**src/design/cksr_pkg.sv**
```systemverilog
// Shared types and constants for the checkpoint slot replacement core.
// No dependencies; imported by every module of the block.
package cksr_pkg;

    // operation codes (s_axis_tuser[1:0])
    localparam logic [1:0] OP_ADD      = 2'd0;
    localparam logic [1:0] OP_ERASE    = 2'd1;
    localparam logic [1:0] OP_CONTAINS = 2'd2;
    localparam logic [1:0] OP_CLEAR    = 2'd3;

    // error codes
    localparam logic [1:0] ERR_NONE      = 2'd0;
    localparam logic [1:0] ERR_OVERFLOW  = 2'd1;
    localparam logic [1:0] ERR_NO_VICTIM = 2'd2;

    localparam int          WEIGHT_W   = 8;
    localparam logic [7:0]  WEIGHT_MAX = 8'd255;
    localparam int          CAP_W      = 6;
    localparam logic [5:0]  EXTRA_MAX  = 6'd63;
    localparam int          OUT_STEP_W = 32;
    localparam int          CNT_OUT_W  = 6;
    localparam int          IN_USER_W  = 3;
    localparam int          OUT_DATA_W = 80;
    localparam int          PROD_W     = 64;

    // gap product unit response
    typedef struct packed {
        logic              done;
        logic [PROD_W-1:0] prod;
    } t_mul_rsp;

endpackage

```
**src/design/cksr_mem.sv**
```systemverilog
// Slot store: one write port, one read port, registered read data.
// Depends on cksr_pkg.
module cksr_mem
    import cksr_pkg::*;
#(
    parameter int DEPTH = 32,
    parameter int AW    = 5,
    parameter int DW    = 41
) (
    input  logic          i_clk,
    input  logic          i_we,
    input  logic [AW-1:0] i_waddr,
    input  logic [DW-1:0] i_wdata,
    input  logic          i_re,
    input  logic [AW-1:0] i_raddr,
    output logic [DW-1:0] o_rdata
);

    logic [DW-1:0] r_mem [DEPTH];
    logic [DW-1:0] r_rdata;

    always_ff @(posedge i_clk) begin
        if (i_we) begin
            r_mem[i_waddr] <= i_wdata;
        end
        if (i_re) begin
            r_rdata <= r_mem[i_raddr];
        end
    end

    assign o_rdata = r_rdata;

endmodule

```
**src/design/cksr_mul.sv**
```systemverilog
// Gap product unit: W x W multiply, one byte of the multiplier per cycle,
// result saturated to 64 bits. Depends on cksr_pkg.
module cksr_mul
    import cksr_pkg::*;
#(
    parameter int W = 32
) (
    input  logic         i_clk,
    input  logic         i_rst_n,
    input  logic         i_start,
    input  logic [W-1:0] i_a,
    input  logic [W-1:0] i_b,
    output t_mul_rsp     o_rsp
);

    localparam int PW  = 2 * W;
    localparam int ND  = (W + 7) / 8;
    localparam int NCW = $clog2(ND + 1);

    logic [PW-1:0]  r_a;
    logic [W-1:0]   r_b;
    logic [PW-1:0]  r_acc;
    logic [NCW-1:0] r_n;
    logic           r_busy;
    logic           r_done;
    logic [PW-1:0]  pp;
    logic [127:0]   wide;

    assign pp   = PW'(r_a * r_b[7:0]);
    assign wide = 128'(r_acc);

    always_ff @(posedge i_clk) begin
        if (!i_rst_n) begin
            r_busy <= 1'b0;
            r_done <= 1'b0;
            r_n    <= '0;
        end else begin
            r_done <= 1'b0;
            if (i_start) begin
                r_a    <= PW'(i_a);
                r_b    <= i_b;
                r_acc  <= '0;
                r_n    <= NCW'(ND);
                r_busy <= 1'b1;
            end else if (r_busy) begin
                r_acc <= r_acc + pp;
                r_a   <= r_a << 8;
                r_b   <= r_b >> 8;
                r_n   <= r_n - 1'b1;
                if (r_n == NCW'(1)) begin
                    r_busy <= 1'b0;
                    r_done <= 1'b1;
                end
            end
        end
    end

    assign o_rsp.done = r_done;
    assign o_rsp.prod = (|wide[127:64]) ? {PROD_W{1'b1}} : wide[63:0];

endmodule

```
**src/design/checkpoint_slot_replacement_core.sv**
```systemverilog
// Top level of the checkpoint slot replacement core: sequencer around the
// slot store and the gap product unit. Depends on cksr_pkg, cksr_mem, cksr_mul.
//
//  channel  | direction | handshake                    | payload
//  ---------+-----------+------------------------------+------------------------------
//  s_axis   | in        | s_axis_tvalid/s_axis_tready  | tdata: step; tuser: op, persistent
//  m_axis   | out       | m_axis_tvalid/m_axis_tready  | tdata: one result per request
//  cfg      | in        | i_cfg_valid/o_cfg_ready      | base_capacity
//
//  One request at a time. Each slot visit is a memory read, then an act/write step.
//  Contains and erase scan slots until a match; clear scans every slot; add scans every
//  slot, may rescan all slots for the weighted victim search with one gap product per
//  candidate, and shifts slots on remove and insert (erase shifts on remove too).
//  The slot store has a single read port and the gap multiplier is byte-serial.
//  Reset (synchronous, active low) empties the table; the store itself is not
//  cleared since entries at or above the count are never read.
//  A request is taken while an earlier result still waits on m_axis.
module checkpoint_slot_replacement_core
    import cksr_pkg::*;
#(
    parameter int MAX_SLOTS = 32,
    parameter int STEP_BITS = 32
) (
    input  logic                                 i_clk,
    input  logic                                 i_rst_n,
    input  logic                                 s_axis_tvalid,
    output logic                                 s_axis_tready,
    // step
    input  logic [((STEP_BITS + 7) / 8) * 8-1:0] s_axis_tdata,
    // operation[1:0], persistent[2]
    input  logic [IN_USER_W-1:0]                 s_axis_tuser,
    output logic                                 m_axis_tvalid,
    input  logic                                 m_axis_tready,
    // evicted_valid[0], evicted_step[32:1], hit[33], slot_count[39:34],
    // last_step[71:40], error[73:72], zero fill
    output logic [OUT_DATA_W-1:0]                m_axis_tdata,
    input  logic                                 i_cfg_valid,
    output logic                                 o_cfg_ready,
    input  logic [CAP_W-1:0]                     i_cfg_data
);

    localparam int SB = STEP_BITS;
    localparam int IW = $clog2(MAX_SLOTS);
    localparam int CW = $clog2(MAX_SLOTS + 1);
    localparam int EW = SB + WEIGHT_W + 1;

    typedef enum logic [4:0] {
        S_IDLE, S_START, S_P1_RD, S_P1_EX, S_P1_END,
        S_P2_RD, S_P2_EX, S_P2_MUL, S_P2_TAIL,
        S_RM_CHK, S_RM_RD, S_RM_EX, S_RM_END,
        S_IN_CHK, S_IN_RD, S_IN_EX, S_IN_PUT,
        S_LK_RD, S_LK_EX, S_CL_RD, S_CL_EX,
        S_FIN_RD, S_FIN_EX, S_DONE
    } t_state;

    t_state r_state;

    // request
    logic [1:0]      r_op;
    logic [SB-1:0]   r_step;
    logic            r_perm;
    // table state
    logic [CW-1:0]   r_cnt;
    logic [5:0]      r_extra;
    logic [5:0]      r_base;
    // loop indexes
    logic [CW-1:0]   r_i;
    logic [CW-1:0]   r_k;
    // first scan
    logic [CW-1:0]   r_less;
    logic [7:0]      r_maxw;
    logic [7:0]      r_dw;
    logic            r_dw_fnd;
    logic            r_rnp_fnd;
    logic [CW-1:0]   r_rnp_idx;
    logic [7:0]      r_rnp_w;
    logic [SB-1:0]   r_rnp_step;
    // weighted victim search
    logic            r_seen_hi;
    logic [SB-1:0]   r_prev_step;
    logic            r_cur_cand;
    logic [SB-1:0]   r_cur_step;
    logic [SB-1:0]   r_cur_right;
    logic [CW-1:0]   r_cur_idx;
    logic [CW-1:0]   r_pend_idx;
    logic [SB-1:0]   r_pend_step;
    logic            r_best_fnd;
    logic [PROD_W-1:0] r_best_p;
    logic [CW-1:0]   r_best_idx;
    logic [SB-1:0]   r_best_step;
    // victim and new slot
    logic [CW-1:0]   r_vic;
    logic [7:0]      r_new_w;
    // result
    logic            r_evict;
    logic [SB-1:0]   r_vic_step;
    logic            r_hit;
    logic [1:0]      r_err;
    logic [SB-1:0]   r_last;
    logic            r_ovalid;
    logic [OUT_DATA_W-1:0] r_otdata;

    // memory ports
    logic          mem_we;
    logic [IW-1:0] mem_waddr;
    logic [EW-1:0] mem_wdata;
    logic          mem_re;
    logic [IW-1:0] mem_raddr;
    logic [EW-1:0] mem_rdata;

    logic [SB-1:0] rd_step;
    logic [7:0]    rd_w;
    logic          rd_perm;

    logic          mul_start;
    logic [SB-1:0] mul_a;
    logic [SB-1:0] mul_b;
    t_mul_rsp      mul_rsp;

    logic [9:0]    cnt_x;
    logic [6:0]    cap_sum;
    logic [9:0]    cap_np;
    logic [5:0]    ex_sat;
    logic          evict_np;
    logic          full_p;
    logic          lk_match;

    assign rd_step = mem_rdata[SB-1:0];
    assign rd_w    = mem_rdata[SB+WEIGHT_W-1:SB];
    assign rd_perm = mem_rdata[EW-1];

    // capacity checks
    assign cnt_x    = 10'(r_cnt);
    assign cap_sum  = 7'(r_base) + 7'(r_extra);
    assign cap_np   = (10'(cap_sum) > 10'(MAX_SLOTS)) ? 10'(MAX_SLOTS) : 10'(cap_sum);
    assign ex_sat   = (r_extra == EXTRA_MAX) ? EXTRA_MAX : r_extra + 6'd1;
    assign evict_np = cnt_x >= cap_np;
    assign full_p   = (cnt_x >= 10'(MAX_SLOTS)) || (cnt_x >= 10'(7'(r_base) + 7'(ex_sat)));
    assign lk_match = (rd_step == r_step) && ((r_op == OP_CONTAINS) || !rd_perm);

    // gap product operands: left neighbor is the slot just read, or step 0
    assign mul_start = ((r_state == S_P2_EX) || (r_state == S_P2_TAIL)) && r_cur_cand;
    assign mul_a     = (r_state == S_P2_TAIL) ? r_cur_step : r_cur_step - rd_step;
    assign mul_b     = r_cur_right - r_cur_step;

    always_comb begin
        mem_re    = 1'b0;
        mem_raddr = r_i[IW-1:0];
        mem_we    = 1'b0;
        mem_waddr = r_i[IW-1:0];
        mem_wdata = mem_rdata;
        case (r_state)
            S_P1_RD, S_P2_RD, S_LK_RD, S_CL_RD: begin
                mem_re = 1'b1;
            end
            S_RM_RD: begin
                mem_re    = 1'b1;
                mem_raddr = IW'(r_i + 1'b1);
            end
            S_IN_RD: begin
                mem_re    = 1'b1;
                mem_raddr = IW'(r_i - 1'b1);
            end
            S_FIN_RD: begin
                mem_re    = (r_cnt != '0);
                mem_raddr = IW'(r_cnt - 1'b1);
            end
            S_RM_EX, S_IN_EX: begin
                mem_we = 1'b1;
            end
            S_CL_EX: begin
                mem_we    = rd_perm;
                mem_waddr = r_k[IW-1:0];
            end
            S_IN_PUT: begin
                mem_we    = 1'b1;
                mem_waddr = r_k[IW-1:0];
                mem_wdata = {r_perm, r_new_w, r_step};
            end
            default: begin
            end
        endcase
    end

    always_ff @(posedge i_clk) begin
        if (!i_rst_n) begin
            r_state  <= S_IDLE;
            r_cnt    <= '0;
            r_extra  <= '0;
            r_base   <= 6'd8;
            r_ovalid <= 1'b0;
        end else begin
            if (i_cfg_valid) begin
                r_base <= i_cfg_data;
            end
            // S_DONE sets valid itself
            if (r_ovalid && m_axis_tready && (r_state != S_DONE)) begin
                r_ovalid <= 1'b0;
            end
            case (r_state)
                S_IDLE: begin
                    if (s_axis_tvalid) begin
                        r_op       <= s_axis_tuser[1:0];
                        r_perm     <= s_axis_tuser[2];
                        r_step     <= s_axis_tdata[SB-1:0];
                        r_evict    <= 1'b0;
                        r_vic_step <= '0;
                        r_hit      <= 1'b0;
                        r_err      <= ERR_NONE;
                        r_state    <= S_START;
                    end
                end
                S_START: begin
                    r_less     <= '0;
                    r_maxw     <= '0;
                    r_dw_fnd   <= 1'b0;
                    r_rnp_fnd  <= 1'b0;
                    r_seen_hi  <= 1'b0;
                    r_cur_cand <= 1'b0;
                    r_best_fnd <= 1'b0;
                    r_new_w    <= '0;
                    r_k        <= '0;
                    case (r_op)
                        OP_ADD: begin
                            if (r_perm && full_p) begin
                                r_err   <= ERR_OVERFLOW;
                                r_state <= S_FIN_RD;
                            end else if (r_cnt == '0) begin
                                r_state <= S_P1_END;
                            end else begin
                                r_i     <= r_cnt - 1'b1;
                                r_state <= S_P1_RD;
                            end
                        end
                        OP_ERASE, OP_CONTAINS, OP_CLEAR: begin
                            r_i <= '0;
                            if (r_cnt == '0) begin
                                r_state <= S_FIN_RD;
                            end else if (r_op == OP_CLEAR) begin
                                r_state <= S_CL_RD;
                            end else begin
                                r_state <= S_LK_RD;
                            end
                        end
                        default: r_state <= S_FIN_RD;
                    endcase
                end
                // first scan, right to left: insert position, first weight
                // that lies behind a higher one, rightmost evictable slot
                S_P1_RD: r_state <= S_P1_EX;
                S_P1_EX: begin
                    if (rd_step < r_step) begin
                        r_less <= r_less + 1'b1;
                    end
                    if (!rd_perm) begin
                        if (!r_rnp_fnd) begin
                            r_rnp_fnd  <= 1'b1;
                            r_rnp_idx  <= r_i;
                            r_rnp_w    <= rd_w;
                            r_rnp_step <= rd_step;
                        end
                        if (!r_dw_fnd) begin
                            if (rd_w < r_maxw) begin
                                r_dw_fnd <= 1'b1;
                                r_dw     <= rd_w;
                            end else if (rd_w > r_maxw) begin
                                r_maxw <= rd_w;
                            end
                        end
                    end
                    if (r_i == '0) begin
                        r_state <= S_P1_END;
                    end else begin
                        r_i     <= r_i - 1'b1;
                        r_state <= S_P1_RD;
                    end
                end
                S_P1_END: begin
                    if (r_perm) begin
                        r_extra <= ex_sat;
                        r_new_w <= WEIGHT_MAX;
                        r_i     <= r_cnt;
                        r_k     <= r_less;
                        r_state <= S_IN_CHK;
                    end else if (!evict_np) begin
                        r_i     <= r_cnt;
                        r_k     <= r_less;
                        r_state <= S_IN_CHK;
                    end else if (r_dw_fnd) begin
                        r_i     <= r_cnt - 1'b1;
                        r_state <= S_P2_RD;
                    end else if (r_rnp_fnd) begin
                        r_evict    <= 1'b1;
                        r_vic      <= r_rnp_idx;
                        r_i        <= r_rnp_idx;
                        r_vic_step <= r_rnp_step;
                        r_new_w    <= (r_rnp_w == WEIGHT_MAX) ? WEIGHT_MAX : r_rnp_w + 8'd1;
                        r_state    <= S_RM_CHK;
                    end else begin
                        r_err   <= ERR_NO_VICTIM;
                        r_state <= S_FIN_RD;
                    end
                end
                // second scan, right to left; a candidate is scored once
                // its left neighbor has been read
                S_P2_RD: r_state <= S_P2_EX;
                S_P2_EX: begin
                    if (r_cur_cand) begin
                        r_pend_idx  <= r_cur_idx;
                        r_pend_step <= r_cur_step;
                    end
                    r_cur_cand  <= !rd_perm && (rd_w == r_dw) && r_seen_hi;
                    r_cur_step  <= rd_step;
                    r_cur_right <= r_prev_step;
                    r_cur_idx   <= r_i;
                    r_prev_step <= rd_step;
                    if (!rd_perm && (rd_w > r_dw)) begin
                        r_seen_hi <= 1'b1;
                    end
                    if (r_cur_cand) begin
                        r_state <= S_P2_MUL;
                    end else if (r_i == '0) begin
                        r_state <= S_P2_TAIL;
                    end else begin
                        r_i     <= r_i - 1'b1;
                        r_state <= S_P2_RD;
                    end
                end
                S_P2_MUL: begin
                    if (mul_rsp.done) begin
                        // ties go to the lower index, which comes later here
                        if (!r_best_fnd || (mul_rsp.prod <= r_best_p)) begin
                            r_best_fnd  <= 1'b1;
                            r_best_p    <= mul_rsp.prod;
                            r_best_idx  <= r_pend_idx;
                            r_best_step <= r_pend_step;
                        end
                        if (r_i == '0) begin
                            r_state <= S_P2_TAIL;
                        end else begin
                            r_i     <= r_i - 1'b1;
                            r_state <= S_P2_RD;
                        end
                    end
                end
                S_P2_TAIL: begin
                    if (r_cur_cand) begin
                        r_pend_idx  <= r_cur_idx;
                        r_pend_step <= r_cur_step;
                        r_cur_cand  <= 1'b0;
                        r_state     <= S_P2_MUL;
                    end else begin
                        r_evict    <= 1'b1;
                        r_vic      <= r_best_idx;
                        r_i        <= r_best_idx;
                        r_vic_step <= r_best_step;
                        r_new_w    <= '0;
                        r_state    <= S_RM_CHK;
                    end
                end
                // remove: shift slots above the victim down by one
                S_RM_CHK: begin
                    if (r_i + 1'b1 >= r_cnt) begin
                        r_state <= S_RM_END;
                    end else begin
                        r_state <= S_RM_RD;
                    end
                end
                S_RM_RD: r_state <= S_RM_EX;
                S_RM_EX: begin
                    r_i     <= r_i + 1'b1;
                    r_state <= S_RM_CHK;
                end
                S_RM_END: begin
                    r_cnt <= r_cnt - 1'b1;
                    if (r_op == OP_ADD) begin
                        r_i     <= r_cnt - 1'b1;
                        r_k     <= (r_vic < r_less) ? r_less - 1'b1 : r_less;
                        r_state <= S_IN_CHK;
                    end else begin
                        r_state <= S_FIN_RD;
                    end
                end
                // insert: shift slots at and above the position up by one
                S_IN_CHK: begin
                    if (r_i == r_k) begin
                        r_state <= S_IN_PUT;
                    end else begin
                        r_state <= S_IN_RD;
                    end
                end
                S_IN_RD: r_state <= S_IN_EX;
                S_IN_EX: begin
                    r_i     <= r_i - 1'b1;
                    r_state <= S_IN_CHK;
                end
                S_IN_PUT: begin
                    r_cnt   <= r_cnt + 1'b1;
                    r_state <= S_FIN_RD;
                end
                // erase / contains lookup, left to right
                S_LK_RD: r_state <= S_LK_EX;
                S_LK_EX: begin
                    if (lk_match) begin
                        r_hit <= 1'b1;
                        if (r_op == OP_ERASE) begin
                            r_vic   <= r_i;
                            r_state <= S_RM_CHK;
                        end else begin
                            r_state <= S_FIN_RD;
                        end
                    end else if (r_i == r_cnt - 1'b1) begin
                        r_state <= S_FIN_RD;
                    end else begin
                        r_i     <= r_i + 1'b1;
                        r_state <= S_LK_RD;
                    end
                end
                // clear: compact persistent slots toward index 0
                S_CL_RD: r_state <= S_CL_EX;
                S_CL_EX: begin
                    if (rd_perm) begin
                        r_k <= r_k + 1'b1;
                    end
                    if (r_i == r_cnt - 1'b1) begin
                        r_cnt   <= r_k + CW'(rd_perm);
                        r_state <= S_FIN_RD;
                    end else begin
                        r_i     <= r_i + 1'b1;
                        r_state <= S_CL_RD;
                    end
                end
                S_FIN_RD: begin
                    if (r_cnt == '0) begin
                        r_last  <= '0;
                        r_state <= S_DONE;
                    end else begin
                        r_state <= S_FIN_EX;
                    end
                end
                S_FIN_EX: begin
                    r_last  <= rd_step;
                    r_state <= S_DONE;
                end
                S_DONE: begin
                    if (!r_ovalid || m_axis_tready) begin
                        r_otdata <= {6'd0, r_err, OUT_STEP_W'(r_last), CNT_OUT_W'(r_cnt),
                                     r_hit, OUT_STEP_W'(r_vic_step), r_evict};
                        r_ovalid <= 1'b1;
                        r_state  <= S_IDLE;
                    end
                end
                default: r_state <= S_IDLE;
            endcase
        end
    end

    cksr_mem #(
        .DEPTH (MAX_SLOTS),
        .AW    (IW),
        .DW    (EW)
    ) u_mem (
        .i_clk   (i_clk),
        .i_we    (mem_we),
        .i_waddr (mem_waddr),
        .i_wdata (mem_wdata),
        .i_re    (mem_re),
        .i_raddr (mem_raddr),
        .o_rdata (mem_rdata)
    );

    cksr_mul #(
        .W (SB)
    ) u_mul (
        .i_clk   (i_clk),
        .i_rst_n (i_rst_n),
        .i_start (mul_start),
        .i_a     (mul_a),
        .i_b     (mul_b),
        .o_rsp   (mul_rsp)
    );

    assign s_axis_tready = (r_state == S_IDLE);
    assign m_axis_tvalid = r_ovalid;
    assign m_axis_tdata  = r_otdata;
    assign o_cfg_ready   = 1'b1;

endmodule

```
**config.mk**
```make
export PLATFORM = sky130hd
export DESIGN_NAME = checkpoint_slot_replacement_core
export DESIGN_NICKNAME = d
export VERILOG_FILES = /design/src/design/cksr_pkg.sv /design/src/design/cksr_mem.sv /design/src/design/cksr_mul.sv /design/src/design/checkpoint_slot_replacement_core.sv
export SDC_FILE = /design/constraint.sdc
export NUM_CORES = 2
export LEC_CHECK = 0
export ABC_AREA = 1
export BUFFER_PORTS_ARGS = -buffer_cell sky130_fd_sc_hd__buf_2
export CAP_MARGIN = 40
export CORE_MARGIN = 4
export CORE_UTILIZATION = 29
export DETAILED_ROUTE_END_ITERATION = 12
export PLACE_DENSITY_LB_ADDON = 0.12
export SLEW_MARGIN = 5
export SYNTH_ARGS = -nofsm -noshare
export SYNTH_HDL_FRONTEND = slang
export SYNTH_HIERARCHICAL = 1
export SYNTH_SLANG_ARGS = --single-unit
```
**constraint.sdc**
```tcl
create_clock -name i_clk -period 10.8 [get_ports i_clk]
set_input_delay 2.16 -clock i_clk [delete_from_list [all_inputs] [get_ports i_clk]]
set_output_delay 2.16 -clock i_clk [all_outputs]
set_load 0.02 [all_outputs]
```
; After elaboration in Yosys (flattened, before gate mapping)
; Memories as Yosys holds them, arrays and structs flattened. A register that Yosys moved wholly into a read port is not among the register bits.
; Index checks and enable logic that the tools add are counted.
; Widths: inputs -> output; s select.
[word_totals]
in_bits = 46
out_inout_bits = 83
rom_bits = 0
ram_bits = 1312
elab_cells = 345
n_memories = 1
reg_bits = 675
latch_bits = 0
[classes]
add_sub_neg = 16
mul = 1
n_bitwise = 5
n_lt_le_gt_ge = 11
muxes = 131
shifts = 0
div_mod_pow = 0
reduce_logical = 69
n_eq_ne = 66
[memory_table]
columns = name, words, width, rd, rd_ports_with_merged_regs, wr, line_no
row1 = u_mem.r_mem, 32, 41, 1, 1, 1, cksr_mem.sv:19  ; logic [DW-1:0] r_mem [DEPTH];
[ops]
columns = op, count
row1 = $mux 32, 11
row2 = $mux 6, 27
row3 = $mux 64, 2
row4 = $pmux 5 s24, 1
row5 = $pmux 32 s3, 1
row6 = $mux 8, 10
row7 = $pmux 6 s11, 1
row8 = $mux 5, 13
row9 = $add 64x64->64, 1
row10 = $le 64x64->1, 1
row11 = $mul 64x8->64, 1
row12 = $pmux 32 s2, 1
row13 = $sub 32x32->32, 2
row14 = $ne 2x2->1 const B, 23
row15 = $mux 41, 1
row16 = $eq 5x4->1 const B, 8
row17 = $eq 5x5->1 const B, 8
row18 = $pmux 6 s3, 2
row19 = $eq 32x32->1, 1
row20 = $lt 32x32->1, 1
row21 = $add 6x1->6 const B, 5
row22 = $reduce_and 3->1, 9
row23 = $reduce_and 9->1, 3
row24 = $mux 1, 24
row25 = 58 further kinds, 142

; Longest topological paths before layout
[depth]
word_depth = 9
mapped_depth = 25
depth_no_buf = 24

; By module
; The synthesis kept the hierarchy.
[by_module_without_submodules]
columns = mod, n_inst, area_each_um2, seq_area_each_um2, cells_per_inst
row1 = cksr_mem, 1, 55714.7, 40629.0, 4516
row2 = checkpoint_slot_replacement_core, 1, 27478.9, 15074.5, 2713
row3 = cksr_mul, 1, 25289.3, 4904.7, 3439

; Least setup slack after synthesis
; No wires, ideal clock.
[synth_path]
path_type = input port to flip-flop
start = input i_rst_n
end = register u_mul.r_a[0], enable pin
required_ps = 10065
path_stages = 2
setup_ps = 735
arrival_ps = 9916
n_path_buf = 0
setup_slack_ps = 149
cell_sequence = inv_1 > a21oi_1
[synth_via]
elab_chain_len = 1
[synth_rtl]
columns = item, line_no
row1 = "start, declared", checkpoint_slot_replacement_core.sv:25  ; input logic i_rst_n,
row2 = $reduce_and 2->1 (no line), -
row3 = "end signal, assigned", cksr_mul.sv:40  ; r_a <= PW'(i_a);
row4 = "end signal, assigned", cksr_mul.sv:47  ; r_a <= r_a << 8;
row5 = "end, declared", cksr_mul.sv:20  ; logic [PW-1:0] r_a;
; No other way between the ends.
; A chain may end at the register's enable or synchronous reset.

; Worst setup path after layout
[layout_path]
start = register r_state[0]
end = register u_mem.r_rdata[20], in the netlist u_mem/o_rdata[20], read port of u_mem.r_mem (data pin)
[layout_via]
word_cells_on_any_way = 10
classes_between = eq/ne (7) / mux (2) / reduce/logical (1)
[layout_rtl]
columns = item, line_no
row1 = "start, declared", checkpoint_slot_replacement_core.sv:56  ; t_state r_state;
row2 = "start signal, assigned", checkpoint_slot_replacement_core.sv:187  ; r_state <= S_IDLE;
row3 = "start signal, assigned", checkpoint_slot_replacement_core.sv:210  ; r_state <= S_START;
row4 = "start signal, assigned", checkpoint_slot_replacement_core.sv:227  ; r_state <= S_FIN_RD;
row5 = $eq 5x5->1 or $eq 5x4->1 (tied branches), checkpoint_slot_replacement_core.sv:152  ; case (r_state)
row6 = $pmux 5 s3 (*), checkpoint_slot_replacement_core.sv:152
row7 = via mem_raddr[0], checkpoint_slot_replacement_core.sv:108  ; logic [IW-1:0] mem_raddr;
row8 = "end, declared", cksr_mem.sv:20  ; logic [DW-1:0] r_rdata;
; The timed path passes the listed nets; every way through them passes the cells marked *.

==> metrics.txt <==
# TYPE chip_impl_metric gauge
chip_impl_info{name="status",value="finished clean"} 1
chip_impl_metric{name="post-cts-setup-buffers",unit=""} 0
chip_impl_info{name="crit_top_cell",value="sky130_fd_sc_hd__nand2_1"} 1
chip_impl_metric{name="die_height",unit="um"} 620
chip_impl_metric{name="post_synth.cell_area_avg",unit="um2"} 10.2
chip_impl_info{name="cts_tree",value="yes"} 1
chip_impl_metric{name="cts.path.max_buffers",unit=""} 4
chip_impl_metric{name="synthArstFlopShare",unit="%"} 0
chip_impl_info{name="most_common_library_cell_in_the_layout_ignoring_fill_and_taps",value="sky130_fd_sc_hd__nand2_1"} 1
chip_impl_metric{name="routed_via_density",unit=""} 4.71
chip_impl_metric{name="grt_antenna_before_repair",unit=""} 10
chip_impl_info{name="cts-root-buf",value="sky130_fd_sc_hd__clkbuf_16"} 1
chip_impl_metric{name="swShare",unit="%"} 41.2
chip_impl_metric{name="worst_voltage_drop_across_the_vdd_grid",unit="V"} 0.000168
chip_impl_metric{name="depth_of_the_cts_h_tree",unit=""} 4
chip_impl_metric{name="p_clk_share",unit="%"} 26.1
chip_impl_metric{name="setup_viol_count_final",unit=""} 0
chip_impl_metric{name="die_x",unit="um"} 620
chip_impl_metric{name="final_nets",unit=""} 11500
chip_impl_info{name="worstPathCellList",value="nand2_1 > nor2_1 > nand2_2 > nand2_1 > o221ai_4 > clkinv_16 > buf_16 > buf_16 > buf_12 > buf_4 > nand2_1 > nand3_1 > nand3_1 > nand2_1 > nand2_1 > nand2_1 > nand2_1 > nand2_1"} 1
chip_impl_info{name="hold_path_class",value="reg2reg"} 1
chip_impl_metric{name="hold_viol",unit=""} 0
chip_impl_metric{name="yosys.cell_types.count",unit=""} 72
chip_impl_metric{name="initial_core_util",unit="%"} 29.1
chip_impl_metric{name="num_vias",unit=""} 75000
chip_impl_metric{name="drive_gt1_share",unit="%"} 10.5
chip_impl_metric{name="grt_pass1_vias",unit=""} 77100
chip_impl_metric{name="slowest_delay",unit="ps"} 690
chip_impl_info{name="rsz0062_at_grt",value="no"} 1
chip_impl_metric{name="synth-edff-count",unit=""} 1999
chip_impl_info{name="critical-path-top-delay-family",value="buffers and inverters"} 1
chip_impl_metric{name="hpwl",unit="mm"} 241
chip_impl_info{name="endpoint_kind",value="flop"} 1
chip_impl_metric{name="power.net_switching",unit="mW"} 12.5
chip_impl_metric{name="cts_buffers",unit=""} 235
chip_impl_metric{name="worst_ep_arrival_time",unit="ps"} 6600
chip_impl_metric{name="max-cap-violations",unit=""} 0
chip_impl_metric{name="core",unit="um2"} 372000
chip_impl_metric{name="drt_wl_total",unit="mm"} 370
chip_impl_metric{name="area_growth",unit="%"} 13.0
chip_impl_metric{name="grt_start_max_net_pins",unit=""} 171
chip_impl_metric{name="yosys_warnings",unit=""} 6
chip_impl_metric{name="clkSinkCount",unit=""} 2028
chip_impl_metric{name="final.setup.tns",unit="ps"} 0
chip_impl_metric{name="internal_power",unit="mW"} 17.9
chip_impl_info{name="critical_path.slowest_cell",value="sky130_fd_sc_hd__buf_4"} 1
chip_impl_metric{name="finalWeightedCongestion",unit=""} 0.904
chip_impl_metric{name="ys_seq_elements",unit=""} 2028
chip_impl_metric{name="achievable-frequency",unit="MHz"} 170
chip_impl_metric{name="final.period_utilization",unit="%"} 54.6
chip_impl_metric{name="filler_cell_count",unit=""} 38000
chip_impl_metric{name="pleak",unit="nW"} 51.5
chip_impl_metric{name="final.min_clock_period",unit="ps"} 5890
chip_impl_metric{name="timing.critical_path.fanout_max",unit=""} 154
chip_impl_metric{name="final_core_utilization",unit="%"} 32.9
chip_impl_metric{name="synth_cells",unit=""} 10700
chip_impl_metric{name="overflow",unit=""} 0
chip_impl_metric{name="worstSkewPairLatency",unit="ps"} 950
chip_impl_metric{name="postCtsHoldBufs",unit=""} 0
chip_impl_metric{name="first_pass_grt_wire_length",unit="mm"} 540
chip_impl_metric{name="pwr_density_cell",unit="nW/um2"} 248
chip_impl_metric{name="cp_data_required_time",unit="ps"} 11510
chip_impl_metric{name="reg2reg_slack",unit="ps"} 4910
chip_impl_metric{name="register_area_share_after_synthesis",unit="%"} 55.9
chip_impl_metric{name="globalRouteTotalUtil",unit="%"} 19.0
chip_impl_metric{name="power.sequential.fraction",unit="%"} 33.9
chip_impl_metric{name="setup_slack",unit="ps"} 4910
chip_impl_metric{name="first_pass_iters",unit=""} 6
chip_impl_metric{name="routed_wire_length_per_instance",unit="um"} 23.2
chip_impl_metric{name="final.setup_skew",unit="ps"} 105
chip_impl_info{name="mostFrequentLayoutCells",value="sky130_fd_sc_hd__nand2_1, sky130_fd_sc_hd__edfxtp_1, sky130_fd_sc_hd__inv_1"} 1
chip_impl_metric{name="placementRows",unit=""} 224
chip_impl_metric{name="detail-route-antenna-nets",unit=""} 0
chip_impl_metric{name="drc_errors",unit=""} 0
chip_impl_metric{name="die-area",unit="um2"} 384000
chip_impl_metric{name="cts.reportedPaths.clkPinSlew",unit="ps"} 60
chip_impl_metric{name="dr.first_iter.drc_count",unit=""} 5461
chip_impl_info{name="start_kind",value="flop"} 1
chip_impl_metric{name="cts.repair.resized",unit=""} 0
chip_impl_metric{name="timing_worst_slew_pin_value",unit="ps"} 1190
chip_impl_metric{name="port-buffer-count",unit=""} 121
chip_impl_metric{name="io-pin-count",unit=""} 129
chip_impl_metric{name="maxSlewViolCount",unit=""} 0
chip_impl_metric{name="place_worst_setup_slack",unit="ps"} 4790
chip_impl_metric{name="timing.critical_path.buf_inv",unit=""} 5
chip_impl_info{name="critPathKind",value="reg2reg"} 1
chip_impl_metric{name="slew-limit-headroom",unit="%"} 20.7
chip_impl_metric{name="combPwrFrac",unit="%"} 40.0
chip_impl_metric{name="synth.cell_area",unit="um2"} 108000
chip_impl_info{name="ys_dominant_reg_cell",value="sky130_fd_sc_hd__edfxtp_1"} 1
## flip-flops by register name (all words and copies together) (netlist names), 41 cells and up
name	cells
m_axis_tdata	74
u_mem/r_mem	1312
u_mul/r_a	64
r_best_p	64
u_mul/r_acc	64
u_mem/o_rdata	41
## power groups by stage
| stage | combinational, mW | sequential (mW) | clock [mW] |
|---|---|---|---|
| global route | 13.5 | 10.3 | 8.52 |
| global placement | 12.1 | 10.5 | 0 |
| detailed placement | 12.3 | 10.5 | 0 |
| CTS | 12.3 | 10.3 | 8.20 |
| floorplan | 7.85 | 10.3 | 0 |
| finish | 12.2 | 10.3 | 7.95 |
## path summary, 6_finish.rpt
path              cells past startpoint           endpoint       startpoint
setup / recovery                     18  u_mem/o_rdata[20]       r_state[0]
hold / removal                        0    r_best_step[23]  r_pend_step[23]
setup reg to reg                     18  u_mem/o_rdata[20]       r_state[0]
hold reg to reg                       0    r_best_step[23]  r_pend_step[23]
## worst register-to-register path, delay by kind of cell, from the launching register on
kind / cells / cell delay [ps]
buffers and inverters: 5 / 2890
AND/OR/NAND/NOR: 12 / 2140
AO/OA/AOI/OAI: 1 / 310
flip-flops: 1 / 430
## logic make-up (layout without fill, tap and decap cells)
family / count (synthesis) / in the layout / share of synthesized area (%)
other cells: 2 / 12 / 0.00692
fa+ha+maj: 711 / 711 / 11.1
flops: 2028 / 2028 / 55.9
buf+inv: 1954 / 2235 / 8.01
xor+xnor: 71 / 71 / 0.573
compound gates: 732 / 732 / 3.95
simple gates: 5170 / 5170 / 20.5
## routing by layer
metal	wire length, um	GRT usage (%)	part of all wire [%]	vias up
met3	13300	1.97	3.6	517
met2	186000	33.4	50	1547
met1	159000	24.3	43	37800
met4	12300	6.08	3.3	0
met5	0	0	0	-
li1	-	-	-	35200
## layout make-up
cell class,instances,area (um2),share of cell area (%)
Tap cell,4972,6220,5.07
Antenna cell,5,12.5,0.0102
Clock buffer,284,6060,4.95
Sequential cell,2028,60600,49.4
Clock inverter,154,1490,1.21
Timing Repair Buffer,314,2820,2.30
Multi-Input combinational cell,6691,39800,32.5
Inverter,1483,5620,4.58
## cell usage after synthesis (59+ instances only)
cell                          n  share of area [%]
sky130_fd_sc_hd__a21oi_1    283                1.3
sky130_fd_sc_hd__nand2_2    223                1.3
sky130_fd_sc_hd__nand2_1   3181                 11
sky130_fd_sc_hd__edfxtp_1  1999                 55
sky130_fd_sc_hd__clkbuf_1   154               0.53
sky130_fd_sc_hd__inv_1     1448                5.0
sky130_fd_sc_hd__ha_1       297                3.4
sky130_fd_sc_hd__buf_2      144               0.66
sky130_fd_sc_hd__nand3_2     59               0.54
sky130_fd_sc_hd__nand3_1   1111                5.1
sky130_fd_sc_hd__fa_1       414                7.6
sky130_fd_sc_hd__buf_6       82               0.85
sky130_fd_sc_hd__nor2_1     410                1.4
sky130_fd_sc_hd__o21ai_0    244                1.1
## metrics by stage
step	instances	hold slack [ps]	total power, mW	instance area [um2]
after floorplan	10700	400	18.2	109000
after global routing	15900	422	32.4	123000
after CTS	15900	415	30.8	123000
after detailed placement	15500	405	22.7	115000
final	15900	417	30.4	123000
after global placement	15400	400	22.6	114000
No activity file was read; power rests on OpenSTA's default activity.
